**src/idr_pkg.sv**
```systemverilog
// ----------------------------------------------------------------------------
// idr_pkg: shared types and constants of the IMU dead-reckoning integrator
// Holds the serial multiplier width, the high-pass coefficients and the
// multiplier request word.
// ----------------------------------------------------------------------------
`default_nettype none
package idr_pkg;

  // Operand width of the serial multiplier: covers a 33-bit difference
  // and a 17-bit unsigned period with its sign bit.
  localparam int MUL_W = 34;

  // High-pass coefficients, Q2.30.
  localparam logic [31:0] HP_A = 32'd1072394213;
  localparam logic [31:0] HP_B = 32'd1071046602;
  localparam int HP_SHIFT = 30;

  localparam logic [31:0] TEMP_OFFSET = 32'd21;

  typedef struct packed {
    logic             start;
    logic [MUL_W-1:0] a;
    logic [MUL_W-1:0] b;
  } mreq_t;

endpackage
`default_nettype wire

```
**src/idr_sermul.sv**
```systemverilog
// ----------------------------------------------------------------------------
// idr_sermul: bit-serial signed multiplier
// Shift-add over one multiplier bit per cycle; the sign bit subtracts.
// ----------------------------------------------------------------------------
`default_nettype none
module idr_sermul (
  input  wire logic                          clk,
  input  wire logic                          rst_n,
  input  wire idr_pkg::mreq_t                req,
  output logic                               busy,
  output logic                               done,
  output logic [2*idr_pkg::MUL_W-1:0]        prod
);
  import idr_pkg::*;

  localparam int CW = $clog2(MUL_W + 1);

  logic [MUL_W:0]   hi_r, hi_nxt;
  logic [MUL_W-1:0] lo_r, lo_nxt;
  logic [MUL_W-1:0] a_r;
  logic [CW-1:0]    cnt_r, cnt_nxt;
  logic             busy_r, busy_nxt;
  logic             done_r, done_nxt;
  logic [MUL_W:0]   a_ext;
  logic [MUL_W:0]   addend;
  logic [MUL_W:0]   sum;
  logic             last;

  assign a_ext  = {a_r[MUL_W-1], a_r};
  assign last   = (cnt_r == CW'(MUL_W - 1));
  assign addend = lo_r[0] ? (last ? (~a_ext + 1'b1) : a_ext) : '0;
  assign sum    = hi_r + addend;

  always_comb begin
    hi_nxt   = hi_r;
    lo_nxt   = lo_r;
    cnt_nxt  = cnt_r;
    busy_nxt = busy_r;
    done_nxt = 1'b0;
    if (req.start) begin
      hi_nxt   = '0;
      lo_nxt   = req.b;
      cnt_nxt  = '0;
      busy_nxt = 1'b1;
    end else if (busy_r) begin
      // add the partial product, then shift one bit into the low word
      hi_nxt  = {sum[MUL_W], sum[MUL_W:1]};
      lo_nxt  = {sum[0], lo_r[MUL_W-1:1]};
      cnt_nxt = cnt_r + 1'b1;
      if (last) begin
        busy_nxt = 1'b0;
        done_nxt = 1'b1;
      end
    end
  end

  always_ff @(posedge clk) begin
    if (!rst_n) begin
      busy_r <= 1'b0;
      done_r <= 1'b0;
      cnt_r  <= '0;
    end else begin
      busy_r <= busy_nxt;
      done_r <= done_nxt;
      cnt_r  <= cnt_nxt;
    end
  end

  always_ff @(posedge clk) begin
    hi_r <= hi_nxt;
    lo_r <= lo_nxt;
    if (req.start) begin
      a_r <= req.a;
    end
  end

  assign busy = busy_r;
  assign done = done_r;
  assign prod = {hi_r[MUL_W-1:0], lo_r};

endmodule
`default_nettype wire

```
**src/idr_serdiv.sv**
```systemverilog
// ----------------------------------------------------------------------------
// idr_serdiv: bit-serial bias mean divider
// Restoring division of sum * 2^FRAC_BITS by a constant, truncating
// toward zero, one quotient bit per cycle.
// ----------------------------------------------------------------------------
`default_nettype none
module idr_serdiv #(
  parameter int DIVISOR   = 256,
  parameter int FRAC_BITS = 16
) (
  input  wire logic        clk,
  input  wire logic        rst_n,
  input  wire logic        start,
  input  wire logic [31:0] sum,
  output logic             busy,
  output logic             done,
  output logic [31:0]      mean
);
  localparam int DW  = 32 + FRAC_BITS;
  localparam int RBW = $clog2(DIVISOR + 1);
  localparam int CW  = $clog2(DW + 1);

  logic [DW-1:0]  dq_r, dq_nxt;
  logic [RBW-1:0] rem_r, rem_nxt;
  logic [CW-1:0]  cnt_r, cnt_nxt;
  logic           neg_r;
  logic           busy_r, busy_nxt;
  logic           done_r, done_nxt;
  logic [RBW:0]   rem_sh;
  logic [RBW:0]   rem_sub;
  logic           ge;
  logic [31:0]    mag;

  assign mag     = sum[31] ? (~sum + 1'b1) : sum;
  assign rem_sh  = {rem_r, dq_r[DW-1]};
  assign ge      = (rem_sh >= (RBW+1)'(DIVISOR));
  assign rem_sub = rem_sh - (RBW+1)'(DIVISOR);

  always_comb begin
    dq_nxt   = dq_r;
    rem_nxt  = rem_r;
    cnt_nxt  = cnt_r;
    busy_nxt = busy_r;
    done_nxt = 1'b0;
    if (start) begin
      dq_nxt   = DW'(mag) << FRAC_BITS;
      rem_nxt  = '0;
      cnt_nxt  = '0;
      busy_nxt = 1'b1;
    end else if (busy_r) begin
      dq_nxt  = {dq_r[DW-2:0], ge};
      rem_nxt = ge ? rem_sub[RBW-1:0] : rem_sh[RBW-1:0];
      cnt_nxt = cnt_r + 1'b1;
      if (cnt_r == CW'(DW - 1)) begin
        busy_nxt = 1'b0;
        done_nxt = 1'b1;
      end
    end
  end

  always_ff @(posedge clk) begin
    if (!rst_n) begin
      busy_r <= 1'b0;
      done_r <= 1'b0;
      cnt_r  <= '0;
    end else begin
      busy_r <= busy_nxt;
      done_r <= done_nxt;
      cnt_r  <= cnt_nxt;
    end
  end

  always_ff @(posedge clk) begin
    dq_r  <= dq_nxt;
    rem_r <= rem_nxt;
    if (start) begin
      neg_r <= sum[31];
    end
  end

  assign busy = busy_r;
  assign done = done_r;
  assign mean = neg_r ? (~dq_r[31:0] + 1'b1) : dq_r[31:0];

endmodule
`default_nettype wire

```
**src/imu_dead_reckoning_integrator.sv**
```systemverilog
// ----------------------------------------------------------------------------
// imu_dead_reckoning_integrator: bias calibration and dead reckoning
// Averages the first CAL_SAMPLES frames into biases, then corrects, scales,
// high-passes and integrates each frame into heading, velocity and position.
// ----------------------------------------------------------------------------
//
//  channel  handshake          word
//  -------  -----------------  ------------------------------------------
//  in       in_valid/in_ready  func, accel x/y, gyro z, temperature raw
//  out      out_valid/out_rdy  pos x/y, vel x/y, heading, temp, calibrating
//  cfg      psel/penable APB   four scales and the sample period
//
//  A sensor frame after calibration runs 13 products through one bit-serial
//  multiplier of 34 bits. A velocity reset or a calibration frame uses no
//  serial unit, but the frame that ends calibration runs three divisions,
//  one per bias, in the serial divider. Reset is synchronous, active low; the
//  scales reset to 65536, the period to 655, navigation state to zero.
//  A finished word waits in the output register; the next input word is
//  taken meanwhile, and the sequencer holds its result until the slot frees.
// ----------------------------------------------------------------------------
`default_nettype none
module imu_dead_reckoning_integrator #(
  parameter int CAL_SAMPLES = 256,
  parameter int FRAC_BITS   = 16
) (
  input  wire logic        clk,
  input  wire logic        rst_n,
  input  wire logic        in_valid,
  output logic             in_ready,
  input  wire logic        in_func,
  input  wire logic [15:0] in_accel_x_raw,
  input  wire logic [15:0] in_accel_y_raw,
  input  wire logic [15:0] in_gyro_z_raw,
  input  wire logic [15:0] in_temp_raw,
  output logic             out_valid,
  input  wire logic        out_ready,
  output logic [31:0]      out_pos_x,
  output logic [31:0]      out_pos_y,
  output logic [31:0]      out_vel_x,
  output logic [31:0]      out_vel_y,
  output logic [31:0]      out_heading,
  output logic [31:0]      out_temperature,
  output logic             out_calibrating,
  input  wire logic        psel,
  input  wire logic        penable,
  input  wire logic        pwrite,
  input  wire logic [4:0]  paddr,
  input  wire logic [31:0] pwdata,
  output logic [31:0]      prdata,
  output logic             pready
);
  import idr_pkg::*;

  localparam int CNT_W = $clog2(CAL_SAMPLES + 1);
  localparam int PW    = 2 * MUL_W;

  // register map
  localparam logic [2:0] REG_SCALE_AX = 3'd0;
  localparam logic [2:0] REG_SCALE_AY = 3'd1;
  localparam logic [2:0] REG_SCALE_GZ = 3'd2;
  localparam logic [2:0] REG_SCALE_T  = 3'd3;
  localparam logic [2:0] REG_PERIOD   = 3'd4;

  // sequencer states
  localparam logic [2:0] S_IDLE   = 3'd0;
  localparam logic [2:0] S_MSTART = 3'd1;
  localparam logic [2:0] S_MWAIT  = 3'd2;
  localparam logic [2:0] S_DSTART = 3'd3;
  localparam logic [2:0] S_DWAIT  = 3'd4;
  localparam logic [2:0] S_DONE   = 3'd5;

  // multiplier steps of one frame
  localparam logic [3:0] OP_AX   = 4'd0;
  localparam logic [3:0] OP_AY   = 4'd1;
  localparam logic [3:0] OP_GZ   = 4'd2;
  localparam logic [3:0] OP_TC   = 4'd3;
  localparam logic [3:0] OP_HEAD = 4'd4;
  localparam logic [3:0] OP_HPA0 = 4'd5;
  localparam logic [3:0] OP_HPB0 = 4'd6;
  localparam logic [3:0] OP_HPA1 = 4'd7;
  localparam logic [3:0] OP_HPB1 = 4'd8;
  localparam logic [3:0] OP_VEL0 = 4'd9;
  localparam logic [3:0] OP_POS0 = 4'd10;
  localparam logic [3:0] OP_VEL1 = 4'd11;
  localparam logic [3:0] OP_POS1 = 4'd12;

  // ---------------- configuration ----------------
  logic [31:0] scale_ax_r, scale_ay_r, scale_gz_r, scale_t_r;
  logic [16:0] period_r;
  logic        cfg_wr;
  logic [2:0]  cfg_idx;

  assign cfg_wr  = psel & penable & pwrite;
  assign cfg_idx = paddr[4:2];
  assign pready  = 1'b1;

  always_ff @(posedge clk) begin
    if (!rst_n) begin
      scale_ax_r <= 32'd65536;
      scale_ay_r <= 32'd65536;
      scale_gz_r <= 32'd65536;
      scale_t_r  <= 32'd65536;
      period_r   <= 17'd655;
    end else if (cfg_wr) begin
      case (cfg_idx)
        REG_SCALE_AX: scale_ax_r <= pwdata;
        REG_SCALE_AY: scale_ay_r <= pwdata;
        REG_SCALE_GZ: scale_gz_r <= pwdata;
        REG_SCALE_T:  scale_t_r  <= pwdata;
        REG_PERIOD:   period_r   <= pwdata[16:0];
        default: ;
      endcase
    end
  end

  always_comb begin
    case (cfg_idx)
      REG_SCALE_AX: prdata = scale_ax_r;
      REG_SCALE_AY: prdata = scale_ay_r;
      REG_SCALE_GZ: prdata = scale_gz_r;
      REG_SCALE_T:  prdata = scale_t_r;
      REG_PERIOD:   prdata = {15'd0, period_r};
      default:      prdata = '0;
    endcase
  end

  // ---------------- state ----------------
  logic [2:0]       state_r;
  logic [3:0]       op_r;
  logic [1:0]       k_r;
  logic [CNT_W-1:0] cal_cnt_r;
  logic [31:0]      bsum_r [3];
  logic [31:0]      bmean_r [3];
  logic [31:0]      pax_r [2];
  logic [31:0]      pfo_r [2];
  logic [31:0]      vel_r [2];
  logic [31:0]      pos_r [2];
  logic [31:0]      head_r;
  logic [31:0]      temp_r;
  logic             cal_item_r;

  // raw word and per-frame scratch
  logic [15:0] raw_ax_r, raw_ay_r, raw_gz_r, raw_t_r;
  logic [31:0] ax_r, ay_r, gz_r, tc_r;
  logic [31:0] p1hi_r;
  logic [29:0] p1lo_r;

  logic        in_acc;
  logic        cal;
  logic        out_load;

  assign cal      = (cal_cnt_r < CNT_W'(CAL_SAMPLES));
  assign in_ready = (state_r == S_IDLE);
  assign in_acc   = in_valid & in_ready;
  assign out_load = (state_r == S_DONE) & (~out_valid | out_ready);

  // ---------------- serial units ----------------
  mreq_t          mreq;
  logic           mul_busy, mul_done;
  logic [PW-1:0]  prod;
  logic           div_busy, div_done;
  logic [31:0]    div_mean;

  idr_sermul u_mul (
    .clk   (clk),
    .rst_n (rst_n),
    .req   (mreq),
    .busy  (mul_busy),
    .done  (mul_done),
    .prod  (prod)
  );

  idr_serdiv #(
    .DIVISOR   (CAL_SAMPLES),
    .FRAC_BITS (FRAC_BITS)
  ) u_div (
    .clk   (clk),
    .rst_n (rst_n),
    .start (state_r == S_DSTART),
    .sum   (bsum_r[k_r]),
    .busy  (div_busy),
    .done  (div_done),
    .mean  (div_mean)
  );

  // raw count to Q value, wrapped to 32 bits
  function automatic logic [31:0] qraw(input logic [15:0] raw);
    qraw = {{16{raw[15]}}, raw} << FRAC_BITS;
  endfunction

  function automatic logic [MUL_W-1:0] sx(input logic [31:0] v);
    sx = {{(MUL_W-32){v[31]}}, v};
  endfunction

  // operand select for each step
  logic [MUL_W-1:0] per_op;
  assign per_op = MUL_W'(period_r);

  always_comb begin
    mreq.start = (state_r == S_MSTART);
    mreq.a     = '0;
    mreq.b     = '0;
    case (op_r)
      OP_AX: begin
        mreq.a = sx(qraw(raw_ax_r) - bmean_r[0]);
        mreq.b = sx(scale_ax_r);
      end
      OP_AY: begin
        mreq.a = sx(qraw(raw_ay_r) - bmean_r[1]);
        mreq.b = sx(scale_ay_r);
      end
      OP_GZ: begin
        mreq.a = sx(qraw(raw_gz_r) - bmean_r[2]);
        mreq.b = sx(scale_gz_r);
      end
      OP_TC: begin
        mreq.a = sx(qraw(raw_t_r));
        mreq.b = sx(scale_t_r);
      end
      OP_HEAD: begin
        mreq.a = sx(gz_r);
        mreq.b = per_op;
      end
      OP_HPA0: begin
        mreq.a = sx(HP_A);
        mreq.b = sx(ax_r) - sx(pax_r[0]);
      end
      OP_HPB0: begin
        mreq.a = sx(HP_B);
        mreq.b = sx(pfo_r[0]);
      end
      OP_HPA1: begin
        mreq.a = sx(HP_A);
        mreq.b = sx(ay_r) - sx(pax_r[1]);
      end
      OP_HPB1: begin
        mreq.a = sx(HP_B);
        mreq.b = sx(pfo_r[1]);
      end
      OP_VEL0: begin
        mreq.a = sx(pfo_r[0]);
        mreq.b = per_op;
      end
      OP_POS0: begin
        mreq.a = sx(vel_r[0]);
        mreq.b = per_op;
      end
      OP_VEL1: begin
        mreq.a = sx(pfo_r[1]);
        mreq.b = per_op;
      end
      OP_POS1: begin
        mreq.a = sx(vel_r[1]);
        mreq.b = per_op;
      end
      default: ;
    endcase
  end

  // product taps: Q shift and the high-pass shift with its low carry
  logic [31:0] prod_q;
  logic [30:0] hp_lo;
  logic [31:0] hp_y;

  assign prod_q = prod[FRAC_BITS +: 32];
  assign hp_lo  = {1'b0, p1lo_r} + {1'b0, prod[HP_SHIFT-1:0]};
  assign hp_y   = p1hi_r + prod[HP_SHIFT +: 32] + {31'd0, hp_lo[30]};

  // ---------------- sequencer ----------------
  always_ff @(posedge clk) begin
    if (!rst_n) begin
      state_r    <= S_IDLE;
      op_r       <= OP_AX;
      k_r        <= '0;
      cal_cnt_r  <= '0;
      head_r     <= '0;
      temp_r     <= '0;
      cal_item_r <= 1'b0;
      for (int i = 0; i < 3; i++) begin
        bsum_r[i]  <= '0;
        bmean_r[i] <= '0;
      end
      for (int i = 0; i < 2; i++) begin
        pax_r[i] <= '0;
        pfo_r[i] <= '0;
        vel_r[i] <= '0;
        pos_r[i] <= '0;
      end
    end else begin
      case (state_r)
        S_IDLE: begin
          if (in_acc) begin
            cal_item_r <= cal;
            if (in_func) begin
              // velocity reset, at any time
              vel_r[0] <= '0;
              vel_r[1] <= '0;
              state_r  <= S_DONE;
            end else if (cal) begin
              // accumulate raw counts toward the bias
              bsum_r[0] <= bsum_r[0] + {{16{in_accel_x_raw[15]}}, in_accel_x_raw};
              bsum_r[1] <= bsum_r[1] + {{16{in_accel_y_raw[15]}}, in_accel_y_raw};
              bsum_r[2] <= bsum_r[2] + {{16{in_gyro_z_raw[15]}}, in_gyro_z_raw};
              cal_cnt_r <= cal_cnt_r + 1'b1;
              k_r       <= '0;
              if (cal_cnt_r == CNT_W'(CAL_SAMPLES - 1)) begin
                state_r <= S_DSTART;
              end else begin
                state_r <= S_DONE;
              end
            end else begin
              // hold the raw word for the whole product sequence
              raw_ax_r <= in_accel_x_raw;
              raw_ay_r <= in_accel_y_raw;
              raw_gz_r <= in_gyro_z_raw;
              raw_t_r  <= in_temp_raw;
              op_r     <= OP_AX;
              state_r  <= S_MSTART;
            end
          end
        end
        S_MSTART: state_r <= S_MWAIT;
        S_MWAIT: begin
          if (mul_done) begin
            case (op_r)
              OP_AX:   ax_r   <= prod_q;
              OP_AY:   ay_r   <= prod_q;
              OP_GZ:   gz_r   <= prod_q;
              OP_TC:   tc_r   <= prod_q;
              OP_HEAD: head_r <= head_r + prod_q;
              OP_HPA0, OP_HPA1: begin
                p1hi_r <= prod[HP_SHIFT +: 32];
                p1lo_r <= prod[HP_SHIFT-1:0];
              end
              OP_HPB0: begin
                pax_r[0] <= ax_r;
                pfo_r[0] <= hp_y;
              end
              OP_HPB1: begin
                pax_r[1] <= ay_r;
                pfo_r[1] <= hp_y;
              end
              OP_VEL0: vel_r[0] <= vel_r[0] + prod_q;
              OP_POS0: pos_r[0] <= pos_r[0] + prod_q;
              OP_VEL1: vel_r[1] <= vel_r[1] + prod_q;
              OP_POS1: begin
                pos_r[1] <= pos_r[1] + prod_q;
                temp_r   <= tc_r + (TEMP_OFFSET << FRAC_BITS);
              end
              default: ;
            endcase
            if (op_r == OP_POS1) begin
              state_r <= S_DONE;
            end else begin
              op_r    <= op_r + 1'b1;
              state_r <= S_MSTART;
            end
          end
        end
        S_DSTART: state_r <= S_DWAIT;
        S_DWAIT: begin
          if (div_done) begin
            bmean_r[k_r] <= div_mean;
            if (k_r == 2'd2) begin
              state_r <= S_DONE;
            end else begin
              k_r     <= k_r + 1'b1;
              state_r <= S_DSTART;
            end
          end
        end
        S_DONE: begin
          if (out_load) begin
            state_r <= S_IDLE;
          end
        end
        default: state_r <= S_IDLE;
      endcase
    end
  end

  // ---------------- output register ----------------
  logic out_valid_r;

  always_ff @(posedge clk) begin
    if (!rst_n) begin
      out_valid_r <= 1'b0;
    end else if (out_load) begin
      out_valid_r <= 1'b1;
    end else if (out_ready) begin
      out_valid_r <= 1'b0;
    end
  end

  always_ff @(posedge clk) begin
    if (out_load) begin
      out_pos_x       <= pos_r[0];
      out_pos_y       <= pos_r[1];
      out_vel_x       <= vel_r[0];
      out_vel_y       <= vel_r[1];
      out_heading     <= head_r;
      out_temperature <= temp_r;
      out_calibrating <= cal_item_r;
    end
  end

  assign out_valid = out_valid_r;

`ifndef SYNTH
  // a new word appears only from the completion state
  a_out_src: assert property (@(posedge clk) disable iff (!rst_n)
    $rose(out_valid_r) |-> $past(state_r == S_DONE))
    else $error("output word loaded outside completion");

  // never restart the multiplier mid-product
  a_mul_start: assert property (@(posedge clk) disable iff (!rst_n)
    mreq.start |-> !mul_busy)
    else $error("multiplier started while busy");

  // never restart the divider mid-quotient
  a_div_start: assert property (@(posedge clk) disable iff (!rst_n)
    (state_r == S_DSTART) |-> !div_busy)
    else $error("divider started while busy");

  // calibration count saturates at the sample count
  a_cal_cnt: assert property (@(posedge clk) disable iff (!rst_n)
    cal_cnt_r <= CNT_W'(CAL_SAMPLES))
    else $error("calibration count overran");
`endif

endmodule
`default_nettype wire

```
**config.mk**
```make
export PLATFORM = sky130hd
export DESIGN_NAME = imu_dead_reckoning_integrator
export DESIGN_NICKNAME = d
export VERILOG_FILES = /design/src/idr_pkg.sv /design/src/idr_sermul.sv /design/src/idr_serdiv.sv /design/src/imu_dead_reckoning_integrator.sv
export SDC_FILE = /design/constraint.sdc
export NUM_CORES = 2
export LEC_CHECK = 0
export BUFFER_PORTS_ARGS = -buffer_cell sky130_fd_sc_hd__buf_2
export CORE_MARGIN = 2
export CORE_UTILIZATION = 45
export CTS_CLUSTER_DIAMETER = 100
export DETAILED_ROUTE_END_ITERATION = 10
export PLACE_DENSITY_LB_ADDON = 0.1
export SYNTH_ARGS = -nofsm -noshare
export SYNTH_HDL_FRONTEND = slang
export SYNTH_HIERARCHICAL = 1
export SYNTH_SLANG_ARGS = --single-unit
export TNS_END_PERCENT = 5
```
**constraint.sdc**
```tcl
create_clock -name clk -period 13.1 [get_ports clk]
set_input_delay 1.31 -clock clk [delete_from_list [all_inputs] [get_ports clk]]
set_output_delay 1.31 -clock clk [all_outputs]
set_load 0.02 [all_outputs]
```
; Yosys cells after proc, flatten, opt, wreduce, memory -nomap -nowiden
; Memories as Yosys holds them, arrays and structs flattened. A register that Yosys moved wholly into a read port is not among the register bits.
; Cells that the tools add are included.
; Widths: inputs -> output; s select.
[word_totals]
ff_bits = 852
mem_bits_rw = 448
output_inout_bits = 228
elab_cells = 278
mem_count = 6
[mem_list]
columns = name, depth, width, read_ports, rd_ports_with_merged_regs, wr, line
row1 = bmean_r, 3, 32, 3, 0, 3, imu_dead_reckoning_integrator.sv:133  ; logic [31:0] bmean_r [3];
row2 = bsum_r, 3, 32, 4, 1, 3, imu_dead_reckoning_integrator.sv:132  ; logic [31:0] bsum_r [3];
row3 = pax_r, 2, 32, 2, 0, 2, imu_dead_reckoning_integrator.sv:134  ; logic [31:0] pax_r [2];
row4 = pfo_r, 2, 32, 2, 0, 2, imu_dead_reckoning_integrator.sv:135  ; logic [31:0] pfo_r [2];
row5 = pos_r, 2, 32, 2, 0, 2, imu_dead_reckoning_integrator.sv:137  ; logic [31:0] pos_r [2];
row6 = vel_r, 2, 32, 2, 0, 2, imu_dead_reckoning_integrator.sv:136  ; logic [31:0] vel_r [2];
[op_classes]
addsub = 27
n_lt_le_gt_ge = 2
n_eq_ne = 34
muxes = 107
bitwise = 27
reduce_logical = 32
[ops]
columns = op, count
row1 = $pmux 68 s13, 1
row2 = $mux 32, 16
row3 = $add 32x32->32, 9
row4 = $pmux 32 s5, 1
row5 = $mux 48, 2
row6 = $sub 32x32->32, 3
row7 = $mux 35, 2
row8 = $mux 34, 2
row9 = $sub 32x32->33, 2
row10 = $add 32x1->32 const B, 2
row11 = $not 32->32, 2
row12 = $mux 1, 57
row13 = $add 35x1->35 const B, 1
row14 = $add 35x35->35, 1
row15 = $not 35->35, 1
row16 = $add 32x1->32, 1
row17 = $add 32x21->32 const B, 1
row18 = $reduce_or 32->1, 1
row19 = $add 30x30->31, 1
row20 = $reduce_and 4->1, 7
row21 = $mux 3, 9
row22 = $eq 4x4->1 const B, 5
row23 = $mux 4, 5
row24 = $pmux 3 s6, 1
row25 = 34 further kinds, 96

; Longest topological paths before layout
[depth]
ltp_word = 8
depth_mapped = 23
mapped_depth_nobuf = 23

; Hierarchy
; Netlist, hierarchy kept.
[modules_own_cells]
columns = module, n_inst, cells_per_inst, area_each_um2, seq_area_each_um2
row1 = imu_dead_reckoning_integrator, 1, 6077, 63253.2, 31500.2
row2 = idr_sermul, 1, 694, 6792.8, 2882.8
row3 = idr_serdiv, 1, 418, 3996.3, 1651.6

; Worst setup path before layout
; No wires, ideal clock.
[synth_timing]
path_kind = input to register
startpoint = in out_ready
endpoint = reg out_calibrating (enable)
setup_ps = 749
t_arrival_ps = 9378
required_ps = 12351
slack_ps = 2973
path_stages = 2
n_path_buf = 0
cell_sequence = nor2b_1 nor2_1
[synth_between]
elab_chain_cells = 2
[synth_lines]
columns = element, line
row1 = "start, declared", imu_dead_reckoning_integrator.sv:36  ; input wire logic out_ready,
row2 = $or 1x1->1, imu_dead_reckoning_integrator.sv:155  ; assign out_load = (state_r == S_DONE) & (~out_valid | out_ready);
row3 = $and 1x1->1, imu_dead_reckoning_integrator.sv:155
row4 = net out_load, imu_dead_reckoning_integrator.sv:150  ; logic out_load;
row5 = "end signal, assigned", imu_dead_reckoning_integrator.sv:403  ; out_calibrating <= cal_item_r;
row6 = "end, declared", imu_dead_reckoning_integrator.sv:43  ; output logic out_calibrating,
; The timed path passes the listed nets, and every way through them passes these cells.
; A chain may end at the register's enable or synchronous reset.

==> flow_summary_export.csv <==
group,metric,value,unit
floorplan,num_io_pins,337,
run,max_cap_viol_count,0,
setup_path,timing.critical_path.from_type,"flip-flop",
timing,layout_worst_path_cycle_share,45.4,%
logic_synthesis,mappedNetlistArea,74000,sq um
setup_path,critical_path.slowest_cell,"sky130_fd_sc_hd__a2111oi_0",
finish,drive_gt1_share,11.2,%
floorplan,core_area,163000,sq um
timing,setup_total_negative_slack,0,ns
detailed_routing,drt-initial-drc-count,6071,
logic_synthesis,post_synth_and_or_nand_nor_area_fraction,15.0,%
logic_synthesis,yosys.area.top_type_share,40.4,%
clock_network,clk_pin_slew_worst_paths,0.06,ns
setup_path,critical_path_buf_inv_count,0,
logic_synthesis,syn_inst,7189,
clock_network,number_of_buffers_added_by_the_clock_tree_synthesis_step,148,
clock_network,clk_root_buffer_cell,"sky130_fd_sc_hd__clkbuf_16",
clock_network,post_cts.repair.setup_buffers,0,
global_route,grt_antenna_before_repair,27,
logic_synthesis,synth_async_sr_flop_share,0,%
setup_path,critical-path-top-cell-by-count,"sky130_fd_sc_hd__a21oi_1",
setup_path,crit-reg2reg-launch,"u_mul/lo_r[1]",
global_route,grt_first_pass_wirelength,363,mm
logic_synthesis,net_count_after_synthesis,7781,
setup_path,timing.setup.critical_path_class,"reg -> reg",
logic_synthesis,post-synth-top-count-cell,"sky130_fd_sc_hd__edfxtp_1",
detailed_routing,totalWireLength,250,mm
global_route,grt-ovfl-total,0,
power_and_ir_drop,vdd_drop_max,154,uV
logic_synthesis,synth-compound-area-share,17.2,%
logic_synthesis,synth.avg_cell_area,10.3,sq um
timing,drv_slew,0,
detailed_routing,detail_route.wl_per_cell,25.5,um
finish,synthToLayoutAreaGrowth,12.7,%
floorplan,floorplan.initialDensity,45.4,%
setup_path,rrSetupSlack,7.15,ns
setup_path,critPathLaunch,"u_mul/lo_r[1]",
setup_path,timing.critical_path.slowest_cell_delay,0.72,ns
hold_path,start_point_of_the_worst_hold_path,"temp_r[16]",
floorplan,row_count,148,
clock_network,clock_latency,0.83,ns
clock_network,holdBufCountCts,0,
timing,slew_headroom,10.6,%
timing,hold_slack,0.431,ns
detailed_routing,drt.antenna.violating_nets,0,
clock_network,clockBufferDepth,3,
setup_path,crit_path_dat,6.51,ns
setup_path,cp_num_cells,22,
logic_synthesis,parity_gate_share_of_the_synthesized_area_counting_xor_and_xnor_cells,5.50,%
logic_synthesis,ys_top_cells_by_count,"sky130_fd_sc_hd__edfxtp_1, sky130_fd_sc_hd__nand2_1, sky130_fd_sc_hd__a21oi_1",
logic_synthesis,synth_area_leaders,"sky130_fd_sc_hd__edfxtp_1, sky130_fd_sc_hd__dfxtp_1, sky130_fd_sc_hd__ha_1",
logic_synthesis,yosys-mux-area-fraction,2.37,%
logic_synthesis,synth_fa_ha_area_share,8.29,%
logic_synthesis,synthDistinctLibCells,110,
timing,finalHoldViolCount,0,
detailed_routing,vias_per_cell,5.98,
setup_path,critical_path.max_fanout,4,
place,port_buffers,333,
floorplan,die_area,168000,sq um
detailed_routing,dr.pass1.iters,8,
clock_network,tritoncts,"yes",
global_route,first_global_vias,55100,
setup_path,critPathRequiredTime,13.66,ns
power_and_ir_drop,power,14.1,mW
logic_synthesis,ys_seq_area_share,48.7,%
timing,setup_repair_after_global_routing_missed_its_margin,"false",
timing,timing.final.crit_period,5.95,ns
logic_synthesis,yosys_register_bits,1302,
clock_network,clock_sinks,1302,
detailed_routing,drcViolationCount,0,
power_and_ir_drop,powerDensity,169,nW/um^2
setup_path,cp_top_family,"compound AO/OA/AOI/OAI gates",
place,hpwl,179,mm
setup_path,worst_r2r_path_depth,22,
place,gp_congestion,0.980,
setup_path,critPathCapture,"pfo_r[0][24]",
logic_synthesis,yosys_warnings,6,
setup_path,setup.worst_path.end_class,"flip-flop",
floorplan,die_h,410,um
logic_synthesis,synth_top_cell_by_area,"sky130_fd_sc_hd__edfxtp_1",
hold_path,hold_path_class,"reg -> reg",
timing,finalSetupViolations,0,
finish,final_net_count,8073,
detailed_routing,dr_total_vias,58600,
timing,worst_clock_skew,0.0536,ns
timing,maximum_clock_frequency,0.168,GHz
floorplan,floorplan.die.width,410,um
setup_path,rr_endpoint,"pfo_r[0][24]",
logic_synthesis,synthFlopType,"sky130_fd_sc_hd__edfxtp_1",
setup_path,timing.critical_path.cells,"ha_1 > a31o_2 > a21oi_1 > nor2b_1 > o21ai_0 > nand2b_1 > a21oi_1 > nor3_1 > a211oi_1 > o31ai_1 > fa_1 > fa_1 > a21oi_1 > o21bai_1 > a2111oi_0 > or4_1 > and2_1 > o211a_1 > o211ai_1 > a21oi_1 > xor2_1 > nor2_1",
run_status,outcome,"finished clean",
clock_network,ctsResizeCount,0,
logic_synthesis,synth_enable_flop_cells,996,
global_route,grt_max_degree,100,
global_route,groute.usage.overall,29.0,%
clock_network,htree_num_levels,4,
timing,worst_pin_slew,1.34,ns
logic_synthesis,synth_top_family_by_area,"compound AO/OA/AOI/OAI gates",
power_and_ir_drop,static-leakage-power,32.5,nW
==> cells by family after synthesis <==
kind of cell / Yosys count
buf+inv: 580
flops: 1302
fa+ha+maj: 483
other cells: 1
simple gates: 2280
compound gates: 1926
xor+xnor: 465
mux: 152
==> worst register-to-register path, stage by stage (launching register included) <==
cell	delay [ns]
sky130_fd_sc_hd__edfxtp_1	0.43
sky130_fd_sc_hd__ha_1	0.30
sky130_fd_sc_hd__a31o_2	0.26
sky130_fd_sc_hd__a21oi_1	0.16
sky130_fd_sc_hd__nor2b_1	0.06
sky130_fd_sc_hd__o21ai_0	0.17
sky130_fd_sc_hd__nand2b_1	0.08
sky130_fd_sc_hd__a21oi_1	0.17
sky130_fd_sc_hd__nor3_1	0.06
sky130_fd_sc_hd__a211oi_1	0.49
sky130_fd_sc_hd__o31ai_1	0.22
sky130_fd_sc_hd__fa_1	0.53
sky130_fd_sc_hd__fa_1	0.45
sky130_fd_sc_hd__a21oi_1	0.16
sky130_fd_sc_hd__o21bai_1	0.13
sky130_fd_sc_hd__a2111oi_0	0.72
sky130_fd_sc_hd__or4_1	0.28
sky130_fd_sc_hd__and2_1	0.19
sky130_fd_sc_hd__o211a_1	0.26
sky130_fd_sc_hd__o211ai_1	0.11
sky130_fd_sc_hd__a21oi_1	0.18
sky130_fd_sc_hd__xor2_1	0.21
sky130_fd_sc_hd__nor2_1	0.08
==> state kept, by name, summed over array words and instances (netlist names), 34 cells and up, named ones only <==
register / count
bmean_r: 96
bsum_r: 96
pax_r: 64
pfo_r: 64
pos_r: 64
u_div/dq_r: 48
u_mul/a_r: 34
u_mul/hi_r: 34
u_mul/lo_r: 34
vel_r: 64
==> cells in the final DEF, fill, tap and decap left out, drive strengths merged, types with 21 or more instances in the layout <==
cell      n
xor2    187
a22o     59
nand2b   78
o22ai    27
mux2     34
nand3   162
clkinv   57
nand4    84
or2      28
o21a     57
a211oi   61
inv     292
or4      28
nor3b    26
nor2b    93
dfxtp   306
o21ai   336
o41ai    32
and3    152
or3      50
nand2   704
xnor2   278
a31oi    55
a21oi   575
buf     440
o21bai   52
a222oi   21
edfxtp  996
nor4     33
clkbuf  184
a221oi   51
o31ai    52
mux2i   103
nor2    531
a22oi   133
a21o    232
nor3    114
ha      470
and2    147
==> stage by stage <==
step	setup WS, ns	cells	cell area [sq um]	util [%]
5_1_grt	6.79	9782	83400	51.1
2_1_floorplan	2.97	7189	74000	-
6_report	7.15	9793	83400	51.1
3_3_place_gp	7.28	9506	78300	48.0
4_1_cts	7.15	9780	83400	51.1
3_5_place_dp	7.17	9506	78300	48.0
==> final cells by class <==
| class | instances | area, sq um |
|---|---|---|
| Fill cell | 14900 | 79700 |
| Sequential cell | 1302 | 36000 |
| Multi-Input combinational cell | 5307 | 36000 |
| Clock buffer | 184 | 3940 |
| Tap cell | 2175 | 2720 |
| Timing Repair Buffer | 440 | 2470 |
| Clock inverter | 90 | 1150 |
| Inverter | 282 | 1060 |
| Antenna cell | 13 | 32.5 |
==> power by group <==
part / total (mW) / switching (mW) / internal, mW
clock: 4.37 / 1.85 / 2.51
sequential: 5.28 / 0.334 / 4.95
combinational: 4.43 / 2.82 / 1.62
==> worst min path at each step <==
stage | to | slack [ns] | cells after the start
after floorplan | out_temperature[16] | 0.41 | 0
after global placement | u_div/rem_r[8] | 0.42 | 2
after detailed placement | out_temperature[16] | 0.42 | 0
after CTS | out_temperature[16] | 0.43 | 0
after global routing | out_temperature[16] | 0.44 | 0
final | out_temperature[16] | 0.43 | 0
==> routing by layer <==
| metal | track usage, % | vias up | part of all wire, % |
|---|---|---|---|
| li1 | - | 27300 | - |
| met1 | 39.2 | 28400 | 43 |
| met2 | 44.9 | 2299 | 44 |
| met3 | 5.21 | 502 | 7.7 |
| met4 | 14.4 | 2 | 5.5 |
| met5 | 0 | - | 0.0056 |
No activity file was read; power rests on OpenSTA's default activity.
